### config.mk
export PLATFORM = sky130hd
export DESIGN_NAME = pulse_oximetry_ratio_estimator_unit
export DESIGN_NICKNAME = d
export VERILOG_FILES = /design/src/rtl/pore_pkg.sv /design/src/rtl/pore_mul.sv /design/src/rtl/pore_div.sv /design/src/rtl/pulse_oximetry_ratio_estimator_unit.sv
export SDC_FILE = /design/constraint.sdc
export NUM_CORES = 2
export LEC_CHECK = 0
export BUFFER_PORTS_ARGS = -buffer_cell sky130_fd_sc_hd__buf_4
export CORE_UTILIZATION = 47
export CTS_CLUSTER_DIAMETER = 40
export DETAILED_ROUTE_END_ITERATION = 10
export REMOVE_ABC_BUFFERS = 1
export SYNTH_ARGS = -nofsm -noshare
export SYNTH_HDL_FRONTEND = slang
export SYNTH_SLANG_ARGS = --single-unit
### constraint.sdc
create_clock -name i_clk -period 11.4 [get_ports i_clk]
set_clock_uncertainty 0.05 [all_clocks]
set_input_delay 0.57 -clock i_clk [delete_from_list [all_inputs] [get_ports i_clk]]
set_output_delay 0.57 -clock i_clk [all_outputs]
set_load 0.005 [all_outputs]
### src/rtl/pore_pkg.sv
// pore_pkg: shared widths, constants and reset values of the ratio estimator
// depends on nothing; imported by pore_div and the top level
package pore_pkg;

    localparam int unsigned QUO_BITS    = 17;
    localparam int unsigned RATIO_BITS  = 16;
    localparam int unsigned WLEN_BITS   = 16;
    localparam int unsigned LEVEL_BITS  = 19;
    localparam int unsigned CURVE_A_BITS = 11;
    localparam int unsigned CURVE_B_BITS = 10;
    localparam int unsigned PCT_BITS    = 7;
    localparam int unsigned ADDR_BITS   = 5;
    localparam int unsigned DATA_BITS   = 32;

    localparam int unsigned RATIO_SCALE = 1000;
    localparam int unsigned SCALE_BITS  = 10;
    localparam int unsigned PCT_ROUND   = 5;
    localparam int unsigned PCT_DIV     = 10;

    localparam logic [WLEN_BITS-1:0]    WLEN_RESET    = 16'd100;
    localparam logic [LEVEL_BITS-1:0]   DC_MIN_RESET  = 19'd15000;
    localparam logic [LEVEL_BITS-1:0]   AC_MIN_RESET  = 19'd100;
    localparam logic [CURVE_A_BITS-1:0] CURVE_A_RESET = 11'd1100;
    localparam logic [CURVE_B_BITS-1:0] CURVE_B_RESET = 10'd250;
    localparam logic [PCT_BITS-1:0]     PCT_LOW_RESET = 7'd70;
    localparam logic [PCT_BITS-1:0]     PCT_HIGH_RESET = 7'd100;

endpackage

### src/rtl/pore_mul.sv
// pore_mul: shift-add multiplier, one multiplier bit per cycle, msb first
// standalone; instantiated by the ratio estimator top level
module pore_mul #(
    parameter int unsigned MC_W = 29,
    parameter int unsigned ML_W = 19
) (
    input  logic                 i_clk,
    input  logic                 i_rst_n,
    input  logic                 i_start,
    input  logic [MC_W-1:0]      i_mcand,
    input  logic [ML_W-1:0]      i_mplier,
    output logic                 o_done,
    output logic [MC_W+ML_W-1:0] o_product
);

    localparam int unsigned P_W   = MC_W + ML_W;
    localparam int unsigned CNT_W = $clog2(ML_W + 1);

    logic             r_busy;
    logic             r_done;
    logic [CNT_W-1:0] r_cnt;
    logic [MC_W-1:0]  r_mc;
    logic [ML_W-1:0]  r_ml;
    logic [P_W-1:0]   r_acc;

    always_ff @(posedge i_clk) begin
        if (!i_rst_n) begin
            r_busy <= 1'b0;
            r_done <= 1'b0;
            r_cnt  <= '0;
        end else begin
            r_done <= 1'b0;
            if (i_start) begin
                r_busy <= 1'b1;
                r_cnt  <= CNT_W'(ML_W);
            end else if (r_busy) begin
                r_cnt <= r_cnt - 1'b1;
                if (r_cnt == CNT_W'(1)) begin
                    r_busy <= 1'b0;
                    r_done <= 1'b1;
                end
            end
        end
    end

    always_ff @(posedge i_clk) begin
        if (i_start) begin
            r_mc  <= i_mcand;
            r_ml  <= i_mplier;
            r_acc <= '0;
        end else if (r_busy) begin
            r_acc <= {r_acc[P_W-2:0], 1'b0}
                     + (r_ml[ML_W-1] ? {{ML_W{1'b0}}, r_mc} : {P_W{1'b0}});
            r_ml  <= {r_ml[ML_W-2:0], 1'b0};
        end
    end

    assign o_done    = r_done;
    assign o_product = r_acc;

endmodule

### src/rtl/pore_div.sv
// pore_div: restoring divider, one quotient bit per cycle, QUO_BITS bits
// depends on pore_pkg; instantiated by the ratio estimator top level
module pore_div
    import pore_pkg::*;
#(
    parameter int unsigned N_W = 48,
    parameter int unsigned D_W = 38
) (
    input  logic                i_clk,
    input  logic                i_rst_n,
    input  logic                i_start,
    input  logic [N_W-1:0]      i_num,
    input  logic [D_W-1:0]      i_den,
    output logic                o_done,
    output logic [QUO_BITS-1:0] o_quo
);

    localparam int unsigned X_W   = (N_W > D_W + QUO_BITS - 1) ? N_W : D_W + QUO_BITS - 1;
    localparam int unsigned CNT_W = $clog2(QUO_BITS + 1);

    logic                r_busy;
    logic                r_done;
    logic [CNT_W-1:0]    r_cnt;
    logic [X_W-1:0]      r_rem;
    logic [X_W-1:0]      r_dsh;
    logic [QUO_BITS-1:0] r_quo;
    logic                w_ge;
    logic [X_W-1:0]      w_diff;

    assign w_ge   = r_rem >= r_dsh;
    assign w_diff = r_rem - r_dsh;

    always_ff @(posedge i_clk) begin
        if (!i_rst_n) begin
            r_busy <= 1'b0;
            r_done <= 1'b0;
            r_cnt  <= '0;
        end else begin
            r_done <= 1'b0;
            if (i_start) begin
                r_busy <= 1'b1;
                r_cnt  <= CNT_W'(QUO_BITS);
            end else if (r_busy) begin
                r_cnt <= r_cnt - 1'b1;
                if (r_cnt == CNT_W'(1)) begin
                    r_busy <= 1'b0;
                    r_done <= 1'b1;
                end
            end
        end
    end

    always_ff @(posedge i_clk) begin
        if (i_start) begin
            r_rem <= X_W'(i_num);
            r_dsh <= X_W'(i_den) << (QUO_BITS - 1);
            r_quo <= '0;
        end else if (r_busy) begin
            if (w_ge) begin
                r_rem <= w_diff;
            end
            r_quo <= {r_quo[QUO_BITS-2:0], w_ge};
            r_dsh <= r_dsh >> 1;
        end
    end

    assign o_done = r_done;
    assign o_quo  = r_quo;

endmodule

### src/rtl/pulse_oximetry_ratio_estimator_unit.sv
// pulse_oximetry_ratio_estimator_unit: red/ir dc tracking, window swing and ratio of ratios
// depends on pore_pkg, pore_mul and pore_div
//
//  channel  | signals                                        | direction
//  ---------+------------------------------------------------+----------
//  input    | i_in_valid, o_in_ready, i_cmd, i_*_sample      | in
//  output   | o_out_valid, i_out_ready, result fields        | out
//  config   | psel, penable, pwrite, paddr, pwdata, prdata   | apb
//
// one beat at a time; a beat that closes the window passes through an extra close state
// a full ratio runs the serial multipliers (one bit per cycle) and three passes of
// the serial divider
// synchronous active-low reset; no clearing pass, state clears at once
// a finished result waits in the output register while the next beat is taken
module pulse_oximetry_ratio_estimator_unit
    import pore_pkg::*;
#(
    parameter int unsigned SAMPLE_BITS    = 19,
    parameter int unsigned DC_SHIFT_BITS  = 6,
    parameter int unsigned AVG_SHIFT_BITS = 2
) (
    input  logic                   i_clk,
    input  logic                   i_rst_n,
    input  logic                   i_in_valid,
    output logic                   o_in_ready,
    input  logic                   i_cmd,
    input  logic [SAMPLE_BITS-1:0] i_red_sample,
    input  logic [SAMPLE_BITS-1:0] i_ir_sample,
    output logic                   o_out_valid,
    input  logic                   i_out_ready,
    output logic                   o_finger_present,
    output logic                   o_ratio_valid,
    output logic                   o_uncalibrated,
    output logic [RATIO_BITS-1:0]  o_ratio_scaled,
    output logic [PCT_BITS-1:0]    o_percent,
    input  logic                   psel,
    input  logic                   penable,
    input  logic                   pwrite,
    input  logic [ADDR_BITS-1:0]   paddr,
    input  logic [DATA_BITS-1:0]   pwdata,
    output logic [DATA_BITS-1:0]   prdata,
    output logic                   pready
);

    localparam int unsigned S      = SAMPLE_BITS;
    localparam int unsigned CMP_W  = (S > LEVEL_BITS) ? S : LEVEL_BITS;
    localparam int unsigned ML_W   = (S > RATIO_BITS) ? S : RATIO_BITS;
    localparam int unsigned MC_W   = S + SCALE_BITS;
    localparam int unsigned NUM_W  = MC_W + ML_W;
    localparam int unsigned DEN_W  = S + ML_W;
    localparam int unsigned T_W    = QUO_BITS + 1;

    typedef enum logic [2:0] {
        REG_WINDOW_LEN = 3'd0,
        REG_DC_MIN     = 3'd1,
        REG_AC_MIN     = 3'd2,
        REG_CURVE_A    = 3'd3,
        REG_CURVE_B    = 3'd4,
        REG_PCT_LOW    = 3'd5,
        REG_PCT_HIGH   = 3'd6
    } t_reg_idx;

    typedef enum logic [3:0] {
        ST_IDLE,
        ST_FEED,
        ST_CLOSE,
        ST_CHECK,
        ST_MUL,
        ST_DIV1,
        ST_MUL2,
        ST_DIV2,
        ST_DIV3,
        ST_OUT
    } t_state;

    // configuration
    logic [WLEN_BITS-1:0]    r_window_len;
    logic [LEVEL_BITS-1:0]   r_dc_min;
    logic [LEVEL_BITS-1:0]   r_ac_min;
    logic [CURVE_A_BITS-1:0] r_curve_a;
    logic [CURVE_B_BITS-1:0] r_curve_b;
    logic [PCT_BITS-1:0]     r_pct_low;
    logic [PCT_BITS-1:0]     r_pct_high;
    t_reg_idx                w_reg_idx;

    // channel state, index 0 red, 1 infrared
    logic [S-1:0]         r_dc     [2];
    logic [S-1:0]         r_hi     [2];
    logic [S-1:0]         r_lo     [2];
    logic [S-1:0]         r_avg    [2];
    logic [S-1:0]         r_sample [2];
    logic                 r_primed;
    logic [WLEN_BITS-1:0] r_count;
    logic                 r_cmd;

    t_state               r_state;
    logic                 r_num_go;
    logic                 r_den_go;
    logic                 r_div_go;
    logic [MC_W-1:0]      r_mc_in;
    logic [ML_W-1:0]      r_ml_in;
    logic [NUM_W-1:0]     r_div_num;
    logic [DEN_W-1:0]     r_div_den;
    logic                 r_neg;

    logic                  r_res_finger;
    logic                  r_res_rvalid;
    logic [RATIO_BITS-1:0] r_res_ratio;
    logic [PCT_BITS-1:0]   r_res_pct;

    logic                  r_out_valid;
    logic                  r_out_finger;
    logic                  r_out_rvalid;
    logic [RATIO_BITS-1:0] r_out_ratio;
    logic [PCT_BITS-1:0]   r_out_pct;

    logic signed [S:0]    w_dc_diff  [2];
    logic signed [S:0]    w_dc_sum   [2];
    logic [S-1:0]         w_dc_new   [2];
    logic [S-1:0]         w_hi_new   [2];
    logic [S-1:0]         w_lo_new   [2];
    logic [S-1:0]         w_pp       [2];
    logic signed [S:0]    w_avg_diff [2];
    logic signed [S:0]    w_avg_sum  [2];
    logic [S-1:0]         w_avg_new  [2];
    logic [WLEN_BITS-1:0] w_cnt_inc;
    logic                 w_finger;
    logic                 w_ac_ok;
    logic [MC_W-1:0]      w_ar1000;

    logic                 w_num_done;
    logic                 w_den_done;
    logic                 w_div_done;
    logic [NUM_W-1:0]     w_num_prod;
    logic [DEN_W-1:0]     w_den_prod;
    logic [QUO_BITS-1:0]  w_quo;

    logic signed [T_W-1:0] w_t;
    logic signed [T_W-1:0] w_tneg;
    logic                  w_neg;
    logic [QUO_BITS-1:0]   w_mag;
    logic                  w_pct_ok;

    // apb register file
    assign pready    = 1'b1;
    assign w_reg_idx = t_reg_idx'(paddr[ADDR_BITS-1:2]);

    always_ff @(posedge i_clk) begin
        if (!i_rst_n) begin
            r_window_len <= WLEN_RESET;
            r_dc_min     <= DC_MIN_RESET;
            r_ac_min     <= AC_MIN_RESET;
            r_curve_a    <= CURVE_A_RESET;
            r_curve_b    <= CURVE_B_RESET;
            r_pct_low    <= PCT_LOW_RESET;
            r_pct_high   <= PCT_HIGH_RESET;
        end else if (psel && penable && pwrite) begin
            case (w_reg_idx)
                REG_WINDOW_LEN: r_window_len <= pwdata[WLEN_BITS-1:0];
                REG_DC_MIN:     r_dc_min     <= pwdata[LEVEL_BITS-1:0];
                REG_AC_MIN:     r_ac_min     <= pwdata[LEVEL_BITS-1:0];
                REG_CURVE_A:    r_curve_a    <= pwdata[CURVE_A_BITS-1:0];
                REG_CURVE_B:    r_curve_b    <= pwdata[CURVE_B_BITS-1:0];
                REG_PCT_LOW:    r_pct_low    <= pwdata[PCT_BITS-1:0];
                REG_PCT_HIGH:   r_pct_high   <= pwdata[PCT_BITS-1:0];
                default: ;
            endcase
        end
    end

    always_comb begin
        case (w_reg_idx)
            REG_WINDOW_LEN: prdata = DATA_BITS'(r_window_len);
            REG_DC_MIN:     prdata = DATA_BITS'(r_dc_min);
            REG_AC_MIN:     prdata = DATA_BITS'(r_ac_min);
            REG_CURVE_A:    prdata = DATA_BITS'(r_curve_a);
            REG_CURVE_B:    prdata = DATA_BITS'(r_curve_b);
            REG_PCT_LOW:    prdata = DATA_BITS'(r_pct_low);
            REG_PCT_HIGH:   prdata = DATA_BITS'(r_pct_high);
            default:        prdata = '0;
        endcase
    end

    // per channel dc tracking and window close
    always_comb begin
        for (int c = 0; c < 2; c++) begin
            w_dc_diff[c]  = $signed({1'b0, r_sample[c]}) - $signed({1'b0, r_dc[c]});
            w_dc_sum[c]   = $signed({1'b0, r_dc[c]}) + (w_dc_diff[c] >>> DC_SHIFT_BITS);
            w_dc_new[c]   = w_dc_sum[c][S-1:0];
            w_hi_new[c]   = (r_sample[c] > r_hi[c]) ? r_sample[c] : r_hi[c];
            w_lo_new[c]   = (r_sample[c] < r_lo[c]) ? r_sample[c] : r_lo[c];
            w_pp[c]       = r_hi[c] - r_lo[c];
            w_avg_diff[c] = $signed({1'b0, w_pp[c]}) - $signed({1'b0, r_avg[c]});
            w_avg_sum[c]  = $signed({1'b0, r_avg[c]}) + (w_avg_diff[c] >>> AVG_SHIFT_BITS);
            w_avg_new[c]  = (r_avg[c] == '0) ? w_pp[c] : w_avg_sum[c][S-1:0];
        end
    end

    assign w_cnt_inc = r_count + 1'b1;
    assign w_finger  = r_primed
                       && (CMP_W'(r_dc[0]) >= CMP_W'(r_dc_min))
                       && (CMP_W'(r_dc[1]) >= CMP_W'(r_dc_min));
    assign w_ac_ok   = (CMP_W'(r_avg[0]) >= CMP_W'(r_ac_min))
                       && (CMP_W'(r_avg[1]) >= CMP_W'(r_ac_min));
    // x1000 = x1024 - x16 - x8
    assign w_ar1000  = (MC_W'(r_avg[0]) << SCALE_BITS) - (MC_W'(r_avg[0]) << 4)
                       - (MC_W'(r_avg[0]) << 3);

    // percent rounding
    assign w_t    = $signed(T_W'(r_curve_a) + T_W'(PCT_ROUND)) - $signed({1'b0, w_quo});
    assign w_tneg = -w_t;
    assign w_neg  = w_t[T_W-1];
    assign w_mag  = w_neg ? w_tneg[QUO_BITS-1:0] : w_t[QUO_BITS-1:0];
    assign w_pct_ok = !(r_neg && (w_quo != '0))
                      && (w_quo >= QUO_BITS'(r_pct_low))
                      && (w_quo <= QUO_BITS'(r_pct_high));

    pore_mul #(
        .MC_W (MC_W),
        .ML_W (ML_W)
    ) u_mul_num (
        .i_clk     (i_clk),
        .i_rst_n   (i_rst_n),
        .i_start   (r_num_go),
        .i_mcand   (r_mc_in),
        .i_mplier  (r_ml_in),
        .o_done    (w_num_done),
        .o_product (w_num_prod)
    );

    pore_mul #(
        .MC_W (S),
        .ML_W (ML_W)
    ) u_mul_den (
        .i_clk     (i_clk),
        .i_rst_n   (i_rst_n),
        .i_start   (r_den_go),
        .i_mcand   (r_dc[0]),
        .i_mplier  (ML_W'(r_avg[1])),
        .o_done    (w_den_done),
        .o_product (w_den_prod)
    );

    pore_div #(
        .N_W (NUM_W),
        .D_W (DEN_W)
    ) u_div (
        .i_clk   (i_clk),
        .i_rst_n (i_rst_n),
        .i_start (r_div_go),
        .i_num   (r_div_num),
        .i_den   (r_div_den),
        .o_done  (w_div_done),
        .o_quo   (w_quo)
    );

    assign o_in_ready = (r_state == ST_IDLE);

    always_ff @(posedge i_clk) begin
        if (!i_rst_n) begin
            r_state     <= ST_IDLE;
            r_num_go    <= 1'b0;
            r_den_go    <= 1'b0;
            r_div_go    <= 1'b0;
            r_out_valid <= 1'b0;
            r_primed    <= 1'b0;
            r_count     <= '0;
            for (int c = 0; c < 2; c++) begin
                r_dc[c]  <= '0;
                r_hi[c]  <= '0;
                r_lo[c]  <= '0;
                r_avg[c] <= '0;
            end
        end else begin
            r_num_go <= 1'b0;
            r_den_go <= 1'b0;
            r_div_go <= 1'b0;
            if (r_out_valid && i_out_ready && (r_state != ST_OUT)) begin
                r_out_valid <= 1'b0;
            end
            case (r_state)
                ST_IDLE: begin
                    if (i_in_valid) begin
                        r_cmd       <= i_cmd;
                        r_sample[0] <= i_red_sample;
                        r_sample[1] <= i_ir_sample;
                        r_state     <= ST_FEED;
                    end
                end
                ST_FEED: begin
                    if (r_cmd) begin
                        r_primed <= 1'b0;
                        r_count  <= '0;
                        for (int c = 0; c < 2; c++) begin
                            r_dc[c]  <= '0;
                            r_hi[c]  <= '0;
                            r_lo[c]  <= '0;
                            r_avg[c] <= '0;
                        end
                        r_state <= ST_CHECK;
                    end else begin
                        for (int c = 0; c < 2; c++) begin
                            r_dc[c] <= r_primed ? w_dc_new[c] : r_sample[c];
                            r_hi[c] <= r_primed ? w_hi_new[c] : r_sample[c];
                            r_lo[c] <= r_primed ? w_lo_new[c] : r_sample[c];
                        end
                        r_primed <= 1'b1;
                        if (w_cnt_inc >= r_window_len) begin
                            r_count <= '0;
                            r_state <= ST_CLOSE;
                        end else begin
                            r_count <= w_cnt_inc;
                            r_state <= ST_CHECK;
                        end
                    end
                end
                ST_CLOSE: begin
                    for (int c = 0; c < 2; c++) begin
                        r_avg[c] <= w_avg_new[c];
                        r_hi[c]  <= r_dc[c];
                        r_lo[c]  <= r_dc[c];
                    end
                    r_state <= ST_CHECK;
                end
                ST_CHECK: begin
                    r_res_finger <= w_finger;
                    r_res_rvalid <= 1'b0;
                    r_res_ratio  <= '0;
                    r_res_pct    <= '0;
                    if (w_finger && w_ac_ok) begin
                        r_mc_in  <= w_ar1000;
                        r_ml_in  <= ML_W'(r_dc[1]);
                        r_num_go <= 1'b1;
                        r_den_go <= 1'b1;
                        r_state  <= ST_MUL;
                    end else begin
                        r_state <= ST_OUT;
                    end
                end
                ST_MUL: begin
                    if (w_num_done && w_den_done) begin
                        if (w_den_prod == '0) begin
                            r_state <= ST_OUT;
                        end else begin
                            r_div_num <= w_num_prod;
                            r_div_den <= w_den_prod;
                            r_div_go  <= 1'b1;
                            r_state   <= ST_DIV1;
                        end
                    end
                end
                ST_DIV1: begin
                    if (w_div_done) begin
                        if ((w_quo == '0) || w_quo[QUO_BITS-1]) begin
                            r_state <= ST_OUT;
                        end else begin
                            r_res_ratio <= w_quo[RATIO_BITS-1:0];
                            r_mc_in     <= MC_W'(r_curve_b);
                            r_ml_in     <= ML_W'(w_quo[RATIO_BITS-1:0]);
                            r_num_go    <= 1'b1;
                            r_state     <= ST_MUL2;
                        end
                    end
                end
                ST_MUL2: begin
                    if (w_num_done) begin
                        r_div_num <= w_num_prod;
                        r_div_den <= DEN_W'(RATIO_SCALE);
                        r_div_go  <= 1'b1;
                        r_state   <= ST_DIV2;
                    end
                end
                ST_DIV2: begin
                    if (w_div_done) begin
                        r_neg     <= w_neg;
                        r_div_num <= NUM_W'(w_mag);
                        r_div_den <= DEN_W'(PCT_DIV);
                        r_div_go  <= 1'b1;
                        r_state   <= ST_DIV3;
                    end
                end
                ST_DIV3: begin
                    if (w_div_done) begin
                        r_res_rvalid <= 1'b1;
                        r_res_pct    <= w_pct_ok ? w_quo[PCT_BITS-1:0] : '0;
                        r_state      <= ST_OUT;
                    end
                end
                ST_OUT: begin
                    if (!r_out_valid || i_out_ready) begin
                        r_out_valid  <= 1'b1;
                        r_out_finger <= r_res_finger;
                        r_out_rvalid <= r_res_rvalid;
                        r_out_ratio  <= r_res_ratio;
                        r_out_pct    <= r_res_pct;
                        r_state      <= ST_IDLE;
                    end
                end
                default: r_state <= ST_IDLE;
            endcase
        end
    end

    assign o_out_valid      = r_out_valid;
    assign o_finger_present = r_out_finger;
    assign o_ratio_valid    = r_out_rvalid;
    assign o_uncalibrated   = 1'b1;
    assign o_ratio_scaled   = r_out_ratio;
    assign o_percent        = r_out_pct;

`ifndef SYNTHESIS
    a_one_beat: assert property (@(posedge i_clk) disable iff (!i_rst_n)
        (i_in_valid && o_in_ready) |=> !o_in_ready)
        else $error("second beat taken while one is in work");

    a_ratio_needs_finger: assert property (@(posedge i_clk) disable iff (!i_rst_n)
        (o_out_valid && o_ratio_valid) |-> (o_finger_present && (o_ratio_scaled != '0)))
        else $error("ratio reported without finger or with zero value");

    a_no_ratio_zero: assert property (@(posedge i_clk) disable iff (!i_rst_n)
        (o_out_valid && !o_ratio_valid) |-> ((o_ratio_scaled == '0) && (o_percent == '0)))
        else $error("ratio or percent nonzero without a valid ratio");

    a_window_order: assert property (@(posedge i_clk) disable iff (!i_rst_n)
        (r_hi[0] >= r_lo[0]) && (r_hi[1] >= r_lo[1]))
        else $error("window high below window low");

    a_pct_limits: assert property (@(posedge i_clk) disable iff (!i_rst_n)
        (o_out_valid && (o_percent != '0)) |-> ((o_percent >= r_pct_low)
                                                && (o_percent <= r_pct_high)))
        else $error("percent outside limits");
`endif

endmodule
Word-level counts from Yosys, hierarchy flattened
Memories as Yosys holds them, arrays and structs flattened.
Index checks and enable logic that the tools add are counted.
Widths: inputs -> output; s select.
- memories: 5
- output and inout port bits: 61
- word-level logic and storage cells: 329
- input bits: 83
- register bits: 618
- memory bits (writable): 190
- memories (memory ; words ; bits a word ; read ports ; clocked after memory_dff ; wr ports ; RTL line ; text):
    r_avg ; 2 ; 19 ; 2 ; 0 ; 2 ; pulse_oximetry_ratio_estimator_unit.sv:90 ; logic [S-1:0] r_avg [2];
    r_dc ; 2 ; 19 ; 2 ; 0 ; 2 ; pulse_oximetry_ratio_estimator_unit.sv:87 ; logic [S-1:0] r_dc [2];
    r_hi ; 2 ; 19 ; 2 ; 0 ; 2 ; pulse_oximetry_ratio_estimator_unit.sv:88 ; logic [S-1:0] r_hi [2];
    r_lo ; 2 ; 19 ; 2 ; 0 ; 2 ; pulse_oximetry_ratio_estimator_unit.sv:89 ; logic [S-1:0] r_lo [2];
    r_sample ; 2 ; 19 ; 2 ; 0 ; 2 ; pulse_oximetry_ratio_estimator_unit.sv:91 ; logic [S-1:0] r_sample [2];
- add/sub/neg operators: 22
- mux-type cells: 132
- eq/ne operators: 29
- bitwise logic cells: 24
- reduce and logical (&&, ||, !) cells: 54
- $lt $le $gt $ge: 12
- operators with widths (kind ; number):
    $mux 19 ; 40
    $mux 48 ; 7
    $mux 38 ; 4
    $pmux 48 s3 ; 1
    $pmux 19 s7 ; 1
    $mux 29 ; 4
    $pmux 38 s3 ; 1
    $mux 54 ; 2
    $sub 19x19->20 ; 4
    $ge 19x19->1 ; 4
    $mux 16 ; 4
    $pmux 29 s2 ; 1
    $ge 54x54->1 ; 1
    $sub 54x54->54 ; 1
    $add 48x48->48 ; 1
    $mux 1 ; 41
    $mux 4 ; 10
    $pmux 4 s10 ; 1
    $add 19x14->19 ; 2
    $add 19x18->19 ; 2
    $add 38x38->38 ; 1
    $gt 19x19->1 ; 2
    $logic_not 19->1 ; 2
    $logic_not 38->1 ; 1
    other kinds (50) ; 135

Longest topological paths before layout
- word-level depth: 8
- mapped depth: 31
- gate-level depth less buffers: 31

Modules after synthesis
From an unflattened synthesis, not the netlist that was laid out.
- cells, all modules: 5587
- area total of the unflattened synthesis: 53318.6 sq um
- modules (own cells, without submodules) (module ; instances ; cells each ; seq. area each (sq um) ; area an instance (sq um)):
    pulse_oximetry_ratio_estimator_unit ; 1 ; 3489 ; 13573.0 ; 33779.9
    pore_div ; 1 ; 994 ; 3503.4 ; 8896.0
    pore_mul (u_mul_num) ; 1 ; 630 ; 2542.4 ; 6029.5
    pore_mul (u_mul_den) ; 1 ; 474 ; 2042.0 ; 4613.2

Least setup slack after synthesis
No wires, ideal clock.
- path type: input port to flip-flop
- start point: in i_rst_n
- end point: reg r_div_den[0], enable pin
- library setup time: 559 ps
- cell stages on the path: 5
- buffers on the path: 3
- arrival time: 5594 ps
- data required time: 10791 ps
- slack: 5197 ps
- cells stage by stage: clkbuf_1 > clkbuf_1 > clkbuf_1 > nand2_1 > a21oi_1
- cells in the longest elaborated chain, start to end: 1
- ends and longest elaborated chain (item ; RTL line ; text):
    start, declared ; pulse_oximetry_ratio_estimator_unit.sv:23 ; input logic i_rst_n,
    $reduce_and 6->1 (no source line) ; -- ;
    end signal, assigned ; pulse_oximetry_ratio_estimator_unit.sv:346 ; r_div_den <= w_den_prod;
    end signal, assigned ; pulse_oximetry_ratio_estimator_unit.sv:368 ; r_div_den <= DEN_W'(RATIO_SCALE);
    end signal, assigned ; pulse_oximetry_ratio_estimator_unit.sv:377 ; r_div_den <= DEN_W'(PCT_DIV);
    end, declared ; pulse_oximetry_ratio_estimator_unit.sv:103 ; logic [DEN_W-1:0] r_div_den;
No other way between the ends.
A chain may end at the register's enable or synchronous reset.

==> flow_summary_export.csv <==
group,metric,value,unit
synth,synth_area_leaders,"edfxtp_1 (32%), ha_1 (13%), dfxtp_1 (10%)",
cells_and_area,final_util,54.68,%
power,p_per_area,317.4,nW/um2
clock_tree,clock_path_buffers,3,
critical_path,cp.buffers_inverters,2,
synth,synth.distinct_cells,85,
global_route,grt_overflow,0,
critical_path,critPathSlowestCell,"a2111oi_0",
clock_tree,htreeDepth,4,
timing,finalMaxSlewViolations,0,
critical_path,required,11790,ps
floorplan,die_h,334.2,um
clock_tree,root_buffer,"clkbuf_16",
synth,ys_seq_area_share,41.76,%
synth,yosysWarnings,0,
timing,fin_crit,6259,ps
global_route,grt_pass1_vias,37840,
clock_tree,clkTransAtPathRegs,50,ps
power,power,18.94,mW
clock_tree,insertion_delay,750,ps
synth,synth.avg_cell_area,9.592,um2
routing,via_per_inst,5.646,
critical_path,worst-setup-path-type,"register to register",
placement,numPortBuffers,113,
critical_path,crit_fanout,6,
routing,drc,0,
timing,fin_setup_tns,0,ps
synth,ys_seq_elements,808,
floorplan,core,109200,um2
synth,synth_area,51870,um2
clock_tree,numCtsBuffers,144,
power,p_leak,23.82,nW
timing,final-hold-violation-count,0,
global_route,busiest_layer,"met2",
floorplan,ios,144,
critical_path,cpMostUsedCell,"a21oi_1",
clock_tree,cts_tree,"built",
clock_tree,cts_sinks,808,
timing,worst_pin_slew,1228,ps
synth,synth_flop_cell,"edfxtp_1",
global_route,grt_use_met1,36.22,%
critical_path,slowest_delay,520,ps
floorplan,start_util,47.52,%
routing,wl_per_cell,20.88,um
run_status,status,"finished clean",
synth,yosys-top-cells-count,"edfxtp_1 (548), ha_1 (529), nand2_1 (520)",
global_route,grt_antenna_before_repair,13,
routing,ant_nets,0,
placement,finalWeightedCongestion,0.9516,
cells_and_area,drive_gt1_share,8.951,%
job,drv_cap,0,
timing,rsz0062_at_grt,"false",
critical_path,worst_setup_path_end_kind,"register",
routing,drt_iter0_markers,3312,
global_route,grt_pass1_wl,227.2,mm
cells_and_area,nets,6178,
timing,fmax,159.8,MHz
synth,yosysTopAreaCellShare,31.72,%
synth,synthMostInstantiatedCell,"edfxtp_1",
global_route,grtUsageTotal,26.44,%
power,peakVddDrop,0.0004829,V
critical_path,start_kind,"register",
critical_path,cp_top_family,"compound AO/OA/AOI/OAI gates",
synth,synth-async-reset-ratio,0,%
routing,drt_pass1_iterations,8,
global_route,met3_usage,3.879,%
synth,synth_edf_count,548,
worst_hold_path,hold_path.class,"input port to register",
routing,routed_wl,149.2,mm
floorplan,die_x,334.2,um
routing,num_vias,40330,
synth,synthCells,5408,
timing,relSlewSlack,17.80,%
clock_tree,cts_resized,0,
floorplan,dieArea,111700,um2
global_route,grt_start_max_net_pins,179,
floorplan,row_count,121,
synth,yosysTopAreaCell,"edfxtp_1",
cells_and_area,syn2layout_area_growth,15.06,%
placement,post-dp-hpwl,112.8,mm
timing,setup_viol,0,
timing,fin_crit_sh,54.91,%
global_route,grtUsageMet2,41.59,%
critical_path,cp.arrival,6650,ps
path summary, 6_finish.rpt:
| check | from | endpoint | slack (ps) | cells after the start |
|---|---|---|---|---|
| hold reg to reg | r_mc_in[18]$_SDFFCE_PP0P_ | u_mul_num.r_mc[18]$_DFFE_PP_ | 370 | 0 |
| setup / recovery | r_hi[0][19]$_DFFE_PP_ | r_avg[0][36]$_SDFFCE_PN0P_ | 5140 | 30 |
| hold / removal | pwdata[16] | r_dc_min[16]$_SDFFE_PN0P_ | 40 | 3 |
| setup reg to reg | r_hi[0][19]$_DFFE_PP_ | r_avg[0][36]$_SDFFCE_PN0P_ | 5140 | 30 |
worst register-to-register path: cells and delay by family (launching register included):
kind,cells,cell delay [ps]
AOI/OAI and AO/OA,12,2510
xor gates and xnor gates,3,450
adders and majority gates,4,1290
buffers and inverters,2,150
DFF,1,400
muxes,1,140
and+or+nand+nor,8,980
layout make-up:
class                      instances  area, um2
inverter                         367       1378
timing repair buffer             194       1567
sequential                       808      21670
tap                             1476       1847
clock inverter                    95       1186
multi-input combinational       4029      28080
antenna                            3      7.507
clock buffer                     171       3949
fill                            9749      49470
layout by cell type, fill, tap and decap left out, types with 14 or more instances in the layout:
cell type,netlist,final
a211oi_1,60,60
xnor2_1,200,200
o31ai_1,55,54
nand2_1,520,520
edfxtp_1,548,548
nor2_1,429,428
and3_1,40,39
nand4_1,50,50
xor2_1,129,129
a31oi_1,43,43
inv_1,367,367
o21ai_0,312,312
mux2_2,40,40
nor4_1,36,34
o21bai_1,29,29
nor2b_1,86,85
nand3_1,110,108
o21a_1,74,74
clkbuf_16,0,155
ha_1,529,529
or2_2,23,23
a21oi_1,330,329
a32o_1,14,14
o211ai_1,49,49
and2_1,133,132
conb_1,2,15
a21boi_0,60,60
bufinv_16,0,18
inv_6,0,26
clkinvlp_4,0,15
fa_1,22,22
or3_1,22,22
buf_4,16,154
nand2b_1,67,67
clkbuf_1,176,15
nor3_1,89,87
dfxtp_1,260,253
dlygate4sd3_1,0,39
a21o_1,146,146
mux2i_1,110,110
logic make-up after synthesis:
group                    Yosys count  share of synthesized area, %
multiplexers                     157                         3.295
buffers and inverters            584                         4.347
flip-flops                       808                         41.76
AND/OR/NAND/NOR                 1660                         15.17
XOR/XNOR                         329                         5.555
other                              2                       0.01448
adder cells (fa/ha/maj)          551                         13.61
AO/OA/AOI/OAI                   1317                         16.25
stage by stage:
stage / setup WS, ps / instance area [um2] / cells / hold slack [ps]
final: 5141 / 59680 / 7143 / 42.45
after CTS: 5189 / 59680 / 7140 / 2.164
after detailed placement: 5236 / 54150 / 6835 / 354.5
after floorplan: 5547 / 51040 / 5204 / 350.3
after global routing: 4655 / 59680 / 7143 / 21.13
after global placement: 5323 / 54150 / 6835 / 354.3
state kept, by name, indices dropped and copies added, names as in the netlist, 17 cells and up:
register and flops:
r_avg 38, r_ml_in 19, u_div.r_dsh 54, r_hi 38, r_dc_min 19, u_mul_num.o_product 48, u_mul_den.r_ml 19, u_mul_den.r_mc 19
r_ac_min 19, u_mul_num.r_ml 19, u_mul_num.r_mc 29, r_dc 38, r_mc_in 29, r_div_num 48, u_div.r_rem 54, r_div_den 38
u_div.o_quo 17, r_lo 38, r_sample 38, u_mul_den.o_product 38
routing by layer:
| metal | part of all wire (%) | vias up | routed length [um] |
|---|---|---|---|
| met3 | 5.5 | 302 | 8146 |
| li1 | - | 19800 | - |
| met2 | 45 | 1097 | 66640 |
| met1 | 46 | 19120 | 68260 |
| met4 | 4.1 | 6 | 6101 |
| met5 | 0.026 | - | 39 |
power by group:
part	switching (mW)	leakage [nW]	internal [mW]
combinational	5.82	13.9	4.53
sequential	0.431	7.47	3.63
clock	1.61	2.47	2.93
repair_timing:
action	4_1_cts	5_1_grt
setup buffers	0	0
hold buffers	39	0
hold endpoints to repair	39	0
No activity file was read; power rests on OpenSTA's default activity.
